File: src/design/fraction_reduce_sum_min_unit_defines.svh
// assertion macros shared by the fraction reduce / sum / min unit
// no dependencies; taken in by files that carry concurrent checks
`ifndef FRACTION_REDUCE_SUM_MIN_UNIT_DEFINES_SVH
`define FRACTION_REDUCE_SUM_MIN_UNIT_DEFINES_SVH

// same-cycle implication, checked outside reset
`define FRSM_ASSERT_SAME(label, clk, rst_n, ante, cons, msg) \
    label: assert property (@(posedge clk) disable iff (!rst_n) (ante) |-> (cons)) \
        else $error(msg);

// next-cycle implication, checked outside reset
`define FRSM_ASSERT_NEXT(label, clk, rst_n, ante, cons, msg) \
    label: assert property (@(posedge clk) disable iff (!rst_n) (ante) |=> (cons)) \
        else $error(msg);

`endif

File: src/design/frsm_pkg.sv
// types and constants of the fraction reduce / sum / min unit
// no dependencies
`timescale 1ns / 1ps

package frsm_pkg;

    localparam int IN_W    = 16;           // input field width
    localparam int NUM_W   = IN_W + 1;     // sign-corrected numerator
    localparam int ACC_W   = 32;           // running sum numerator
    localparam int DEN_W   = ACC_W - 1;    // running sum denominator
    localparam int M_W     = ACC_W + NUM_W; // cross products and their sum
    localparam int CNT_W   = 6;            // divider step count
    localparam int K_W     = 5;            // gcd common power of two
    localparam int Q_DEPTH = 2;
    localparam int Q_AW    = 1;

    typedef enum logic [1:0] {
        STAT_OK       = 2'd0,
        STAT_ZERO_DEN = 2'd1,
        STAT_OVERFLOW = 2'd2
    } t_status;

    typedef enum logic {
        KIND_ITEM  = 1'b0,
        KIND_TOTAL = 1'b1
    } t_kind;

    // classified word: sign/magnitude numerator, positive denominator
    typedef struct packed {
        logic             zero;
        logic             last;
        logic             neg;
        logic [NUM_W-1:0] mag;
        logic [IN_W-1:0]  den;
    } t_item;

    typedef enum logic [4:0] {
        ST_IDLE,
        ST_GCD_ITEM,
        ST_DIV_N,
        ST_DIV_D,
        ST_MUL_MA,
        ST_MUL_MB,
        ST_MIN,
        ST_GCD_DEN,
        ST_DIV_A,
        ST_DIV_B,
        ST_MUL_1,
        ST_MUL_2,
        ST_ADD,
        ST_DIV_M,
        ST_GCD_REM,
        ST_DIV_Q,
        ST_DIV_DQ,
        ST_MUL_DEN,
        ST_CHECK,
        ST_OUT_ITEM,
        ST_OUT_SUM
    } t_state;

endpackage

File: src/design/frsm_in_if.sv
// input channel of the fraction unit: valid/ready plus one fraction word
// depends on frsm_pkg
`timescale 1ns / 1ps

interface frsm_in_if;
    logic                               valid;
    logic                               ready;
    logic signed [frsm_pkg::IN_W-1:0]   numerator;
    logic signed [frsm_pkg::IN_W-1:0]   denominator;
    logic                               last;

    modport source (output valid, numerator, denominator, last, input ready);
    modport sink   (input valid, numerator, denominator, last, output ready);
endinterface

File: src/design/frsm_out_if.sv
// result channel of the fraction unit: valid/ready plus one result word
// depends on frsm_pkg
`timescale 1ns / 1ps

interface frsm_out_if;
    logic                                valid;
    logic                                ready;
    logic                                kind;
    logic signed [frsm_pkg::ACC_W-1:0]   num;
    logic [frsm_pkg::DEN_W-1:0]          den;
    logic signed [frsm_pkg::NUM_W-1:0]   min_num;
    logic [frsm_pkg::IN_W-1:0]           min_den;
    logic [1:0]                          status;
    logic                                end_of_run;

    modport source (output valid, kind, num, den, min_num, min_den, status, end_of_run,
                    input ready);
    modport sink   (input valid, kind, num, den, min_num, min_den, status, end_of_run,
                    output ready);
endinterface

File: src/design/frsm_front.sv
// front end: takes input words, moves the sign to the numerator, flags zero denominators
// depends on frsm_pkg, frsm_in_if
`timescale 1ns / 1ps

module frsm_front (
    input  logic            i_clk,
    input  logic            i_rst_n,
    frsm_in_if.sink         i_item,
    input  logic            i_full,
    output logic            o_push,
    output frsm_pkg::t_item o_entry
);

    logic            r_vld;
    frsm_pkg::t_item r_entry;
    frsm_pkg::t_item n_entry;
    logic            accept;

    logic signed [frsm_pkg::NUM_W-1:0] num_ext;
    logic signed [frsm_pkg::NUM_W-1:0] num_fix;

    assign i_item.ready = !r_vld || !i_full;
    assign accept       = i_item.valid && i_item.ready;
    assign o_push       = r_vld && !i_full;
    assign o_entry      = r_entry;

    always_comb begin
        num_ext = frsm_pkg::NUM_W'(i_item.numerator);
        num_fix = i_item.denominator[frsm_pkg::IN_W-1] ? -num_ext : num_ext;
        n_entry.last = i_item.last;
        if (i_item.denominator == '0) begin
            n_entry.zero = 1'b1;
            n_entry.neg  = 1'b0;
            n_entry.mag  = '0;
            n_entry.den  = frsm_pkg::IN_W'(1);
        end else begin
            n_entry.zero = 1'b0;
            n_entry.neg  = num_fix[frsm_pkg::NUM_W-1];
            n_entry.mag  = num_fix[frsm_pkg::NUM_W-1] ? -num_fix : num_fix;
            // the most negative denominator negates to its own bit pattern, read unsigned
            n_entry.den  = i_item.denominator[frsm_pkg::IN_W-1] ? -i_item.denominator
                                                               : i_item.denominator;
        end
    end

    always_ff @(posedge i_clk) begin
        if (!i_rst_n) begin
            r_vld <= 1'b0;
        end else if (accept) begin
            r_vld <= 1'b1;
        end else if (o_push) begin
            r_vld <= 1'b0;
        end
    end

    always_ff @(posedge i_clk) begin
        if (accept) begin
            r_entry <= n_entry;
        end
    end

endmodule

File: src/design/frsm_queue.sv
// short queue of classified words between front end and sequencer
// depends on frsm_pkg
`timescale 1ns / 1ps

module frsm_queue (
    input  logic            i_clk,
    input  logic            i_rst_n,
    input  logic            i_push,
    input  frsm_pkg::t_item i_entry,
    output logic            o_full,
    input  logic            i_pop,
    output logic            o_valid,
    output frsm_pkg::t_item o_head
);

    frsm_pkg::t_item              r_mem [frsm_pkg::Q_DEPTH];
    logic [frsm_pkg::Q_AW-1:0]    r_wp;
    logic [frsm_pkg::Q_AW-1:0]    r_rp;
    logic [frsm_pkg::Q_AW:0]      r_cnt;
    logic                         push_ok;
    logic                         pop_ok;

    assign o_full  = r_cnt == (frsm_pkg::Q_AW+1)'(frsm_pkg::Q_DEPTH);
    assign o_valid = r_cnt != '0;
    assign o_head  = r_mem[r_rp];
    assign push_ok = i_push && !o_full;
    assign pop_ok  = i_pop && o_valid;

    always_ff @(posedge i_clk) begin
        if (!i_rst_n) begin
            r_wp  <= '0;
            r_rp  <= '0;
            r_cnt <= '0;
        end else begin
            if (push_ok) begin
                r_wp <= r_wp + frsm_pkg::Q_AW'(1);
            end
            if (pop_ok) begin
                r_rp <= r_rp + frsm_pkg::Q_AW'(1);
            end
            if (push_ok && !pop_ok) begin
                r_cnt <= r_cnt + (frsm_pkg::Q_AW+1)'(1);
            end else if (pop_ok && !push_ok) begin
                r_cnt <= r_cnt - (frsm_pkg::Q_AW+1)'(1);
            end
        end
    end

    always_ff @(posedge i_clk) begin
        if (push_ok) begin
            r_mem[r_wp] <= i_entry;
        end
    end

endmodule

File: src/design/frsm_back.sv
// sequencer: gcd reduction, running minimum, exact reduced running sum, result register
// depends on frsm_pkg, frsm_out_if and the assertion macro header
`timescale 1ns / 1ps
`include "fraction_reduce_sum_min_unit_defines.svh"

module frsm_back (
    input  logic            i_clk,
    input  logic            i_rst_n,
    input  logic            i_valid,
    input  frsm_pkg::t_item i_entry,
    output logic            o_pop,
    frsm_out_if.source      o_res
);

    localparam int NW = frsm_pkg::NUM_W;
    localparam int IW = frsm_pkg::IN_W;
    localparam int AW = frsm_pkg::ACC_W;
    localparam int DW = frsm_pkg::DEN_W;
    localparam int MW = frsm_pkg::M_W;
    localparam int CW = frsm_pkg::CNT_W;
    localparam int KW = frsm_pkg::K_W;
    localparam logic [MW-1:0] DEN_MAX = MW'((64'd1 << DW) - 64'd1);
    localparam logic [MW-1:0] POS_MAX = MW'((64'd1 << (AW-1)) - 64'd1);
    localparam logic [MW-1:0] NEG_MAG = MW'(64'd1 << (AW-1));

    frsm_pkg::t_state r_state, n_state;
    logic             r_sub, n_sub;

    // item
    logic                r_last;
    logic                r_nneg;
    logic [NW-1:0]       r_nmag;
    logic [IW-1:0]       r_d;
    frsm_pkg::t_status   r_status;

    // sum work
    logic [AW-1:0]       r_g;
    logic [DW-1:0]       r_a;
    logic [IW-1:0]       r_b;
    logic [MW-1:0]       r_m1, r_m2, r_m, r_q, r_prod;
    logic                r_neg;
    logic [AW-1:0]       r_rem;
    logic [IW-1:0]       r_dq;
    logic signed [2*NW+1:0] r_pa, r_pb;

    // list state
    logic signed [AW-1:0] r_sn;
    logic [DW-1:0]        r_sd;
    logic signed [NW-1:0] r_mn;
    logic [NW-1:0]        r_md;
    logic                 r_mv;
    logic                 r_ov;

    // divider
    logic [MW-1:0]  r_dv_q;
    logic [AW-1:0]  r_dv_r;
    logic [AW-1:0]  r_dv_v;
    logic [CW-1:0]  r_dv_cnt;
    logic           dv_start;
    logic [MW-1:0]  dv_dividend;
    logic [CW-1:0]  dv_count;
    logic [AW:0]    dv_shift_r;
    logic           dv_ge;

    // binary gcd
    logic [AW-1:0]  r_gx, r_gy, r_gres;
    logic [KW-1:0]  r_gk;
    logic           r_gbusy;
    logic           gc_start;
    logic [AW-1:0]  gc_x, gc_y;

    // multipliers
    logic [AW-1:0]          bm_x;
    logic [NW-1:0]          bm_y;
    logic [MW-1:0]          bm_p;
    logic signed [NW:0]     sm_x, sm_y;
    logic signed [2*NW+1:0] sm_p;

    // output register
    logic                 r_ovld;
    frsm_pkg::t_kind      r_o_kind;
    logic signed [AW-1:0] r_o_num;
    logic [DW-1:0]        r_o_den;
    logic signed [NW-1:0] r_o_min_num;
    logic [IW-1:0]        r_o_min_den;
    frsm_pkg::t_status    r_o_status;
    logic                 r_o_end;
    logic                 out_load;
    logic                 out_total;

    logic                 cap;
    logic                 eng_idle;
    logic signed [NW-1:0] n_sig;
    logic [AW-1:0]        sn_mag;
    logic                 s1, s2;
    logic [MW-1:0]        add_m;
    logic                 add_neg;
    logic                 sum_ovf;

    assign eng_idle = (r_dv_cnt == '0) && !r_gbusy;
    assign cap      = r_sub && eng_idle;
    assign n_sig    = r_nneg ? -$signed(r_nmag) : $signed(r_nmag);
    assign sn_mag   = r_sn[AW-1] ? AW'(-r_sn) : AW'(r_sn);
    assign s1       = r_sn[AW-1];
    assign s2       = r_nneg && (r_nmag != '0);
    assign bm_p     = bm_x * bm_y;
    assign sm_p     = sm_x * sm_y;
    assign sum_ovf  = (r_prod > DEN_MAX) || (r_q > (r_neg ? NEG_MAG : POS_MAX));

    // signed-magnitude combine of the two cross products
    always_comb begin
        if (s1 == s2) begin
            add_m   = r_m1 + r_m2;
            add_neg = s1;
        end else if (r_m1 >= r_m2) begin
            add_m   = r_m1 - r_m2;
            add_neg = s1;
        end else begin
            add_m   = r_m2 - r_m1;
            add_neg = s2;
        end
    end

    // shared multiplier operands
    always_comb begin
        bm_x = sn_mag;
        bm_y = NW'(r_b);
        sm_x = (NW+1)'(n_sig);
        sm_y = (NW+1)'(r_md);
        case (r_state)
            frsm_pkg::ST_MUL_2: begin
                bm_x = AW'(r_a);
                bm_y = r_nmag;
            end
            frsm_pkg::ST_MUL_DEN: begin
                bm_x = AW'(r_a);
                bm_y = NW'(r_dq);
            end
            frsm_pkg::ST_MUL_MB: begin
                sm_x = (NW+1)'(r_mn);
                sm_y = $signed((NW+1)'(r_d));
            end
            default: begin
            end
        endcase
    end

    // next state and engine launches
    always_comb begin
        n_state     = r_state;
        n_sub       = r_sub;
        o_pop       = 1'b0;
        dv_start    = 1'b0;
        dv_dividend = '0;
        dv_count    = CW'(1);
        gc_start    = 1'b0;
        gc_x        = '0;
        gc_y        = '0;
        out_load    = 1'b0;
        out_total   = 1'b0;
        case (r_state)
            frsm_pkg::ST_IDLE: begin
                o_pop = i_valid;
                if (i_valid) begin
                    n_state = i_entry.zero ? frsm_pkg::ST_OUT_ITEM : frsm_pkg::ST_GCD_ITEM;
                end
            end
            frsm_pkg::ST_GCD_ITEM: begin
                gc_x = AW'(r_nmag);
                gc_y = AW'(r_d);
                gc_start = !r_sub;
                n_sub = !r_sub || !eng_idle;
                if (cap) n_state = frsm_pkg::ST_DIV_N;
            end
            frsm_pkg::ST_DIV_N: begin
                dv_dividend = MW'(r_nmag);
                dv_count = CW'(NW);
                dv_start = !r_sub;
                n_sub = !r_sub || !eng_idle;
                if (cap) n_state = frsm_pkg::ST_DIV_D;
            end
            frsm_pkg::ST_DIV_D: begin
                dv_dividend = MW'(r_d);
                dv_count = CW'(IW);
                dv_start = !r_sub;
                n_sub = !r_sub || !eng_idle;
                if (cap) n_state = frsm_pkg::ST_MUL_MA;
            end
            frsm_pkg::ST_MUL_MA: n_state = frsm_pkg::ST_MUL_MB;
            frsm_pkg::ST_MUL_MB: n_state = frsm_pkg::ST_MIN;
            frsm_pkg::ST_MIN:    n_state = frsm_pkg::ST_GCD_DEN;
            frsm_pkg::ST_GCD_DEN: begin
                gc_x = AW'(r_sd);
                gc_y = AW'(r_d);
                gc_start = !r_sub;
                n_sub = !r_sub || !eng_idle;
                if (cap) n_state = frsm_pkg::ST_DIV_A;
            end
            frsm_pkg::ST_DIV_A: begin
                dv_dividend = MW'(r_sd);
                dv_count = CW'(DW);
                dv_start = !r_sub;
                n_sub = !r_sub || !eng_idle;
                if (cap) n_state = frsm_pkg::ST_DIV_B;
            end
            frsm_pkg::ST_DIV_B: begin
                dv_dividend = MW'(r_d);
                dv_count = CW'(IW);
                dv_start = !r_sub;
                n_sub = !r_sub || !eng_idle;
                if (cap) n_state = frsm_pkg::ST_MUL_1;
            end
            frsm_pkg::ST_MUL_1: n_state = frsm_pkg::ST_MUL_2;
            frsm_pkg::ST_MUL_2: n_state = frsm_pkg::ST_ADD;
            frsm_pkg::ST_ADD: begin
                n_state = (add_m == '0) ? frsm_pkg::ST_OUT_ITEM : frsm_pkg::ST_DIV_M;
            end
            frsm_pkg::ST_DIV_M: begin
                dv_dividend = r_m;
                dv_count = CW'(MW);
                dv_start = !r_sub;
                n_sub = !r_sub || !eng_idle;
                if (cap) n_state = frsm_pkg::ST_GCD_REM;
            end
            frsm_pkg::ST_GCD_REM: begin
                gc_x = r_g;
                gc_y = r_rem;
                gc_start = !r_sub;
                n_sub = !r_sub || !eng_idle;
                if (cap) n_state = frsm_pkg::ST_DIV_Q;
            end
            frsm_pkg::ST_DIV_Q: begin
                dv_dividend = r_m;
                dv_count = CW'(MW);
                dv_start = !r_sub;
                n_sub = !r_sub || !eng_idle;
                if (cap) n_state = frsm_pkg::ST_DIV_DQ;
            end
            frsm_pkg::ST_DIV_DQ: begin
                dv_dividend = MW'(r_d);
                dv_count = CW'(IW);
                dv_start = !r_sub;
                n_sub = !r_sub || !eng_idle;
                if (cap) n_state = frsm_pkg::ST_MUL_DEN;
            end
            frsm_pkg::ST_MUL_DEN: n_state = frsm_pkg::ST_CHECK;
            frsm_pkg::ST_CHECK:   n_state = frsm_pkg::ST_OUT_ITEM;
            frsm_pkg::ST_OUT_ITEM: begin
                if (!r_ovld || o_res.ready) begin
                    out_load = 1'b1;
                    n_state  = r_last ? frsm_pkg::ST_OUT_SUM : frsm_pkg::ST_IDLE;
                end
            end
            frsm_pkg::ST_OUT_SUM: begin
                if (!r_ovld || o_res.ready) begin
                    out_load  = 1'b1;
                    out_total = 1'b1;
                    n_state   = frsm_pkg::ST_IDLE;
                end
            end
            default: n_state = frsm_pkg::ST_IDLE;
        endcase
    end

    always_ff @(posedge i_clk) begin
        if (!i_rst_n) begin
            r_state <= frsm_pkg::ST_IDLE;
            r_sub   <= 1'b0;
        end else begin
            r_state <= n_state;
            r_sub   <= n_sub;
        end
    end

    // restoring divider, one quotient bit a cycle
    assign dv_shift_r = {r_dv_r, r_dv_q[MW-1]};
    assign dv_ge      = dv_shift_r >= {1'b0, r_dv_v};

    always_ff @(posedge i_clk) begin
        if (!i_rst_n) begin
            r_dv_cnt <= '0;
        end else if (dv_start) begin
            r_dv_cnt <= dv_count;
        end else if (r_dv_cnt != '0) begin
            r_dv_cnt <= r_dv_cnt - CW'(1);
        end
    end

    always_ff @(posedge i_clk) begin
        if (dv_start) begin
            // left align so the quotient lands in the low bits
            r_dv_q <= dv_dividend << (CW'(MW) - dv_count);
            r_dv_r <= '0;
            r_dv_v <= r_g;
        end else if (r_dv_cnt != '0) begin
            r_dv_q <= {r_dv_q[MW-2:0], dv_ge};
            r_dv_r <= dv_ge ? AW'(dv_shift_r - {1'b0, r_dv_v}) : AW'(dv_shift_r);
        end
    end

    // binary gcd, one subtract or halving a cycle
    always_ff @(posedge i_clk) begin
        if (!i_rst_n) begin
            r_gbusy <= 1'b0;
        end else if (gc_start) begin
            r_gbusy <= 1'b1;
        end else if (r_gbusy && ((r_gx == '0) || (r_gy == '0))) begin
            r_gbusy <= 1'b0;
        end
    end

    always_ff @(posedge i_clk) begin
        if (gc_start) begin
            r_gx <= gc_x;
            r_gy <= gc_y;
            r_gk <= '0;
        end else if (r_gbusy) begin
            if (r_gx == '0) begin
                r_gres <= r_gy << r_gk;
            end else if (r_gy == '0) begin
                r_gres <= r_gx << r_gk;
            end else if (!r_gx[0] && !r_gy[0]) begin
                r_gx <= r_gx >> 1;
                r_gy <= r_gy >> 1;
                r_gk <= r_gk + KW'(1);
            end else if (!r_gx[0]) begin
                r_gx <= r_gx >> 1;
            end else if (!r_gy[0]) begin
                r_gy <= r_gy >> 1;
            end else if (r_gx >= r_gy) begin
                r_gx <= r_gx - r_gy;
            end else begin
                r_gy <= r_gy - r_gx;
            end
        end
    end

    // item and sum datapath
    always_ff @(posedge i_clk) begin
        case (r_state)
            frsm_pkg::ST_IDLE: begin
                r_last   <= i_entry.last;
                r_nneg   <= i_entry.neg;
                r_nmag   <= i_entry.mag;
                r_d      <= i_entry.den;
                r_status <= i_entry.zero ? frsm_pkg::STAT_ZERO_DEN : frsm_pkg::STAT_OK;
            end
            frsm_pkg::ST_GCD_ITEM, frsm_pkg::ST_GCD_DEN, frsm_pkg::ST_GCD_REM: begin
                if (cap) r_g <= r_gres;
            end
            frsm_pkg::ST_DIV_N:  if (cap) r_nmag <= r_dv_q[NW-1:0];
            frsm_pkg::ST_DIV_D:  if (cap) r_d    <= r_dv_q[IW-1:0];
            frsm_pkg::ST_MUL_MA: r_pa <= sm_p;
            frsm_pkg::ST_MUL_MB: r_pb <= sm_p;
            frsm_pkg::ST_DIV_A:  if (cap) r_a    <= r_dv_q[DW-1:0];
            frsm_pkg::ST_DIV_B:  if (cap) r_b    <= r_dv_q[IW-1:0];
            frsm_pkg::ST_MUL_1:  r_m1 <= bm_p;
            frsm_pkg::ST_MUL_2:  r_m2 <= bm_p;
            frsm_pkg::ST_ADD: begin
                r_m   <= add_m;
                r_neg <= add_neg;
            end
            frsm_pkg::ST_DIV_M:  if (cap) r_rem <= r_dv_r;
            frsm_pkg::ST_DIV_Q:  if (cap) r_q   <= r_dv_q;
            frsm_pkg::ST_DIV_DQ: if (cap) r_dq  <= r_dv_q[IW-1:0];
            frsm_pkg::ST_MUL_DEN: r_prod <= bm_p;
            frsm_pkg::ST_CHECK: begin
                if (sum_ovf) r_status <= frsm_pkg::STAT_OVERFLOW;
            end
            default: begin
            end
        endcase
    end

    // list state: running sum, running minimum, overflow mark
    always_ff @(posedge i_clk) begin
        if (!i_rst_n) begin
            r_sn <= '0;
            r_sd <= DW'(1);
            r_mn <= '0;
            r_md <= NW'(1);
            r_mv <= 1'b0;
            r_ov <= 1'b0;
        end else begin
            case (r_state)
                frsm_pkg::ST_MIN: begin
                    // earliest smallest wins on a tie
                    if (!r_mv || (r_pa < r_pb)) begin
                        r_mn <= n_sig;
                        r_md <= NW'(r_d);
                        r_mv <= 1'b1;
                    end
                end
                frsm_pkg::ST_ADD: begin
                    if (add_m == '0) begin
                        r_sn <= '0;
                        r_sd <= DW'(1);
                    end
                end
                frsm_pkg::ST_CHECK: begin
                    if (sum_ovf) begin
                        r_ov <= 1'b1;
                    end else begin
                        r_sd <= r_prod[DW-1:0];
                        r_sn <= r_neg ? -$signed(r_q[AW-1:0]) : $signed(r_q[AW-1:0]);
                    end
                end
                frsm_pkg::ST_OUT_SUM: begin
                    if (out_load) begin
                        r_sn <= '0;
                        r_sd <= DW'(1);
                        r_mn <= '0;
                        r_md <= NW'(1);
                        r_mv <= 1'b0;
                        r_ov <= 1'b0;
                    end
                end
                default: begin
                end
            endcase
        end
    end

    // result register
    always_ff @(posedge i_clk) begin
        if (!i_rst_n) begin
            r_ovld <= 1'b0;
        end else if (out_load) begin
            r_ovld <= 1'b1;
        end else if (o_res.ready) begin
            r_ovld <= 1'b0;
        end
    end

    always_ff @(posedge i_clk) begin
        if (out_load) begin
            if (out_total) begin
                r_o_kind    <= frsm_pkg::KIND_TOTAL;
                r_o_num     <= r_sn;
                r_o_den     <= r_sd;
                r_o_min_num <= r_mn;
                r_o_min_den <= r_md[IW-1:0];
                r_o_status  <= r_ov ? frsm_pkg::STAT_OVERFLOW : frsm_pkg::STAT_OK;
                r_o_end     <= 1'b1;
            end else begin
                r_o_kind    <= frsm_pkg::KIND_ITEM;
                r_o_num     <= AW'(n_sig);
                r_o_den     <= DW'(r_d);
                r_o_min_num <= '0;
                r_o_min_den <= '0;
                r_o_status  <= r_status;
                r_o_end     <= !r_last;
            end
        end
    end

    assign o_res.valid      = r_ovld;
    assign o_res.kind       = r_o_kind;
    assign o_res.num        = r_o_num;
    assign o_res.den        = r_o_den;
    assign o_res.min_num    = r_o_min_num;
    assign o_res.min_den    = r_o_min_den;
    assign o_res.status     = r_o_status;
    assign o_res.end_of_run = r_o_end;

    `FRSM_ASSERT_SAME(a_engine_free, i_clk, i_rst_n, dv_start || gc_start, eng_idle, "engine launched while busy")
    `FRSM_ASSERT_SAME(a_den_nonzero, i_clk, i_rst_n, r_ovld, r_o_den != '0, "zero denominator in result")
    `FRSM_ASSERT_NEXT(a_pop_starts, i_clk, i_rst_n, o_pop, r_state != frsm_pkg::ST_IDLE, "pop left sequencer idle")

endmodule

File: src/design/fraction_reduce_sum_min_unit.sv
// top level of the fraction reduce / sum / min unit: front end, queue, sequencer
// depends on frsm_pkg, frsm_in_if, frsm_out_if, frsm_front, frsm_queue, frsm_back
//
// channel  dir  word contents
// i_item   in   numerator, denominator, last
// o_res    out  kind, num, den, min_num, min_den, status, end_of_run
//
// per word: a zero denominator goes straight from the sequencer's idle state to the result
// otherwise seven one-bit-a-cycle divisions of 16 to 49 quotient bits
//   and three binary gcd runs of one subtract or halving a cycle;
//   a sum that cancels to zero skips one gcd and three divisions
// a last word adds a totals word after its item word
// reset: synchronous, active low; sum 0/1, minimum 0/1, no overflow
// stalls: the front register and a two-word queue keep taking input while
//   the sequencer works; a held result word stalls only the sequencer
`timescale 1ns / 1ps

module fraction_reduce_sum_min_unit (
    input  logic       i_clk,
    input  logic       i_rst_n,
    frsm_in_if.sink    i_item,
    frsm_out_if.source o_res
);

    logic            push;
    logic            full;
    logic            pop;
    logic            head_valid;
    frsm_pkg::t_item front_entry;
    frsm_pkg::t_item head_entry;

    // sign correction and zero-denominator classification
    frsm_front u_front (
        .i_clk   (i_clk),
        .i_rst_n (i_rst_n),
        .i_item  (i_item),
        .i_full  (full),
        .o_push  (push),
        .o_entry (front_entry)
    );

    // decouples intake from the long per-word sequence
    frsm_queue u_queue (
        .i_clk   (i_clk),
        .i_rst_n (i_rst_n),
        .i_push  (push),
        .i_entry (front_entry),
        .o_full  (full),
        .i_pop   (pop),
        .o_valid (head_valid),
        .o_head  (head_entry)
    );

    // gcd reduction, minimum tracking, reduced running sum, result register
    frsm_back u_back (
        .i_clk   (i_clk),
        .i_rst_n (i_rst_n),
        .i_valid (head_valid),
        .i_entry (head_entry),
        .o_pop   (pop),
        .o_res   (o_res)
    );

endmodule
File: src/flat_wrapper.sv
// flat-port wrapper written by rule: the top's interface ports become plain ports
module fraction_reduce_sum_min_unit_flat 
  (i_clk, i_rst_n, i_item_valid, i_item_numerator, i_item_denominator, i_item_last, i_item_ready, o_res_valid, o_res_kind, o_res_num, o_res_den, o_res_min_num, o_res_min_den, o_res_status, o_res_end_of_run, o_res_ready);
  frsm_in_if i_item_i ();
  frsm_out_if o_res_i ();
  input  logic i_clk;
  input  logic i_rst_n;
  input wire logic [$bits(i_item_i.valid)-1:0] i_item_valid;
  input wire logic [$bits(i_item_i.numerator)-1:0] i_item_numerator;
  input wire logic [$bits(i_item_i.denominator)-1:0] i_item_denominator;
  input wire logic [$bits(i_item_i.last)-1:0] i_item_last;
  output wire logic [$bits(i_item_i.ready)-1:0] i_item_ready;
  output wire logic [$bits(o_res_i.valid)-1:0] o_res_valid;
  output wire logic [$bits(o_res_i.kind)-1:0] o_res_kind;
  output wire logic [$bits(o_res_i.num)-1:0] o_res_num;
  output wire logic [$bits(o_res_i.den)-1:0] o_res_den;
  output wire logic [$bits(o_res_i.min_num)-1:0] o_res_min_num;
  output wire logic [$bits(o_res_i.min_den)-1:0] o_res_min_den;
  output wire logic [$bits(o_res_i.status)-1:0] o_res_status;
  output wire logic [$bits(o_res_i.end_of_run)-1:0] o_res_end_of_run;
  input wire logic [$bits(o_res_i.ready)-1:0] o_res_ready;
  assign i_item_i.valid = i_item_valid;
  assign i_item_i.numerator = i_item_numerator;
  assign i_item_i.denominator = i_item_denominator;
  assign i_item_i.last = i_item_last;
  assign i_item_ready = i_item_i.ready;
  assign o_res_valid = o_res_i.valid;
  assign o_res_kind = o_res_i.kind;
  assign o_res_num = o_res_i.num;
  assign o_res_den = o_res_i.den;
  assign o_res_min_num = o_res_i.min_num;
  assign o_res_min_den = o_res_i.min_den;
  assign o_res_status = o_res_i.status;
  assign o_res_end_of_run = o_res_i.end_of_run;
  assign o_res_i.ready = o_res_ready;
  fraction_reduce_sum_min_unit u_core (.i_clk(i_clk), .i_rst_n(i_rst_n), .i_item(i_item_i), .o_res(o_res_i));
endmodule
File: config.mk
export PLATFORM = sky130hd
export DESIGN_NAME = fraction_reduce_sum_min_unit_flat
export DESIGN_NICKNAME = d
export VERILOG_FILES = /design/src/design/frsm_pkg.sv /design/src/design/frsm_in_if.sv /design/src/design/frsm_out_if.sv /design/src/design/frsm_front.sv /design/src/design/frsm_queue.sv /design/src/design/frsm_back.sv /design/src/design/fraction_reduce_sum_min_unit.sv /design/src/flat_wrapper.sv
export VERILOG_INCLUDE_DIRS = /design/src /design/src/design
export SDC_FILE = /design/constraint.sdc
export NUM_CORES = 2
export LEC_CHECK = 0
export BUFFER_PORTS_ARGS = -buffer_cell sky130_fd_sc_hd__buf_2
export CAP_MARGIN = 30
export CORE_ASPECT_RATIO = 1.5
export CORE_MARGIN = 1
export CORE_UTILIZATION = 30
export DETAILED_ROUTE_END_ITERATION = 8
export GPL_ROUTABILITY_DRIVEN = 0
export PLACE_DENSITY = 0.43
export SLEW_MARGIN = 20
export SYNTH_ARGS = -nofsm -noshare
export SYNTH_HDL_FRONTEND = slang
export SYNTH_HIERARCHICAL = 1
export SYNTH_SLANG_ARGS = --single-unit
File: constraint.sdc
create_clock -name i_clk -period 13.2 [get_ports i_clk]
set_clock_uncertainty 0.2 [all_clocks]
set_input_delay 1.32 -clock i_clk [delete_from_list [all_inputs] [get_ports i_clk]]
set_output_delay 1.32 -clock i_clk [all_outputs]
set_load 0.1 [all_outputs]
==> summary.txt <==
Floorplanning
  – Num rows: 240
  – Die Span Y: 658 um
  – Initial Utilization: 30.2%
  – # IOs: 139
  – Core area: 285000 um2
  – DIE AREA: 289000 um2
  – Die W: 440 um

Placement
  – Dpl ws: 2.67 ns
  – DP HPWL: 269000 um
  – Port Buffers: 138
  – Area post-placement: 91100 um2

Logic synthesis
  – Post-Syn Nets: 10259
  – Post-Synth Simple-Gate Area: 14.5%
  – Top cells by area, synth: edfxtp_1 30%, fa_1 17%, ha_1 7.7%, inv_1 5.2%, nand2_1 4.5%
  – Post-synthesis mux area share: 2.01%
  – Area share of fa/ha/maj cells after synthesis: 24.7%
  – Sequential-to-total area share from yosys stat: 33.8%
  – Post-synth top area cell: edfxtp_1
  – Synth Area per Inst: 9.62 um2
  – Post-synthesis async set-or-reset flop share: 0%
  – Post-Syn Area: 86200 um2
  – Post-Synth XOR/XNOR Area: 3.15%
  – Synth warn: 6
  – Share of the synthesized area in the top cell type: 30.2%
  – Main synth FF type: edfxtp_1
  – Largest family of logic cells by synthesized area: adder cells
  – Compound-Gate Fraction of Synth Area: 14.3%
  – Post-synth EDFFs: 867
  – Unique cell type count in the Yosys netlist: 117
  – Synth cell count leaders: 1202 x inv_1, 1036 x nand2_1, 867 x edfxtp_1
  – Most common cell in the netlist: inv_1
  – Post-synthesis register bit count: 1022
  – Cell count after synthesis: 8960

Timing
  – Slew margin rel.: 26.8%
  – Period Utilization, post-route: 80.2%
  – Final setup violation count: 0
  – RSZ-0062 raised after global routing: false
  – Fmax: 0.0945 GHz
  – Worst-margin pin slew: 1.10 ns
  – Worst Slack Setup Final: 2.62 ns
  – Setup TNS Final: 0 ns
  – Slew Limit Fails: 0
  – Final min period: 10.58 ns
  – Hold Violations, Final: 0

Detailed routing
  – Initial drt markers: 5531
  – Remaining antenna violation count: 0
  – Post-DR vias/cell: 5.32
  – Pre-antenna DRT Iters: 6
  – Drc violations: 0
  – Final wirelength: 338000 um
  – Vias: 67914
  – Routed WL per cell: 26.5 um

Hold path
  – Type of the tightest min-delay check: reg -> reg

Final layout
  – Final net count: 10204
  – Layout cells sized above 1: 8.11%
  – Design area: 94800 um2
  – Syn-to-layout area delta: 10.0%

Critical path
  – Crit end category: register
  – Crit path max-delay cell type: dfxtp_1
  – WS Path Type: reg -> reg
  – CP arrival: 10.88 ns
  – Slowest stage delay, CP: 0.69 ns
  – CP Launch Type: register
  – Worst Path Required: 13.50 ns
  – Max Fanout on Critical Path: 52
  – Crit-path leading delay family: adder cells
  – CP dominant cell by count: fa_1
  – Bufs and invs on worst path: 5

Global routing
  – Pin count of the biggest net entering global routing: 83
  – Overflow left after global routing: 0
  – Tot GR Track Use: 23.1%
  – Vias in the first global route: 70197
  – First-pass GRT wire length: 488000 um
  – Initial antenna violation count: 14

Power
  – VDD IR-drop max: 0.000122 V
  – Pwr/cell area: 202 nW/um2
  – Leak: 0.0397 uW

Clocking
  – CTS root buffer: clkbuf_16
  – Clk slew on worst S/H paths: 0.06 ns
  – CTS tree: done
  – Clock buffer depth: 3
  – Worst skew pair latency: 0.78 ns
  – TritonCTS buffer count: 108
  – Post-CTS Resized: 0
  – H-Tree Depth: 3
  – Clock Sinks: 1022
  – # Post-CTS Setup Buffers: 0
  – Hold buffers post-CTS: 0

Flow run
  – Max-cap violation count: 0

Status
  – Status: finished, final reports clean
[cell type report]
cell class,instances,area [um2]
Tap cell,3751,4690
Clock buffer,147,2960
Timing Repair Buffer,293,1960
Antenna cell,10,25.0
Sequential cell,1022,29100
Clock inverter,58,634
Inverter,1206,4530
Multi-Input combinational cell,6274,50900
Fill cell,29376,190000
[kinds of logic (layout without fill, tap and decap cells)]
| kind of cell | count (synthesis) | in the layout |
|---|---|---|
| AO/OA/AOI/OAI | 1831 | 1831 |
| XOR/XNOR | 310 | 310 |
| adder cells (fa/ha/maj) | 1262 | 1262 |
| buffers and inverters | 1664 | 1704 |
| flip-flops | 1022 | 1022 |
| multiplexers | 160 | 160 |
| other | 2 | 12 |
| AND/OR/NAND/NOR | 2709 | 2709 |
[cells in the final DEF (no fill, tap or decap), types with 72 or more instances in the layout]
master,netlist,routed
inv_1,1202,1199
nand2_1,1036,1035
edfxtp_1,867,867
fa_1,735,735
nor2_1,708,696
ha_1,527,527
a21oi_1,468,467
o21ai_0,342,336
xnor2_1,191,190
nand3_1,175,175
dfxtp_1,155,153
buf_4,12,142
buf_2,46,141
nor3_1,144,136
a21o_1,129,129
xor2_1,119,118
clkbuf_16,0,109
o21a_1,103,103
a221oi_1,93,87
nand4_1,86,86
mux2i_1,85,84
nand2b_1,81,80
and2_1,81,80
and3_1,81,78
mux2_2,72,72
[sequential cells by signal, indices dropped and copies added, names as in the netlist, 49 cells and up, named ones only]
name,flops
u_core/u_queue/r_mem,72
u_core/u_back/r_dv_q,49
u_core/u_back/r_m1,49
u_core/u_back/r_m2,49
u_core/u_back/r_m,49
u_core/u_back/r_prod,49
u_core/u_back/r_q,49
[routing by layer]
layer	global-route usage, %	up-vias	wire [um]
met5	0	-	68
met2	42.6	2298	176000
met4	14.4	10	25000
li1	-	30619	-
met1	25.0	34251	122000
met3	2.49	736	15700
[per-stage QoR]
stage | cells | hold WS [ns] | utilization [%] | total power, uW
after global routing | 12752 | 0.225 | 33.2 | 20400
final | 12761 | 0.216 | 33.2 | 19200
after global placement | 12529 | 0.201 | 31.9 | 16000
after detailed placement | 12538 | 0.205 | 31.9 | 16100
after CTS | 12743 | 0.219 | 33.2 | 19300
after floorplan | 8960 | 0.200 | - | 12200
[power breakdown]
group          internal, uW  switching (uW)  leakage, uW
registers              4760            1020      0.00922
clock network          1700            1440      0.00173
logic                  3550            6700       0.0288
[worst reg2reg max path, delay by kind of cell, from the launching register on]
family / cells / cell delay [ns]
compound gates: 11 / 2.68
xor+xnor: 1 / 0.12
simple gates: 6 / 2.11
flops: 1 / 0.69
buf+inv: 5 / 1.21
fa+ha+maj: 7 / 3.33
[path summary, 6_finish.rpt]
check	start	to	slack [ns]	depth (start not counted)
hold reg to reg	u_core/u_back/r_gres[9]$_SDFFCE_PP0P_	u_core/u_back/r_g[9]$_DFFE_PP_	0.22	0
setup / recovery	u_core/u_back/r_state[3]$_SDFFE_PN0P_	u_core/u_back/r_m1[45]$_DFFE_PP_	2.62	30
hold / removal	u_core/u_back/r_gres[9]$_SDFFCE_PP0P_	u_core/u_back/r_g[9]$_DFFE_PP_	0.22	0
setup reg to reg	u_core/u_back/r_state[3]$_SDFFE_PN0P_	u_core/u_back/r_m1[45]$_DFFE_PP_	2.62	30
Note: power is estimated with default switching activity, not from simulation.
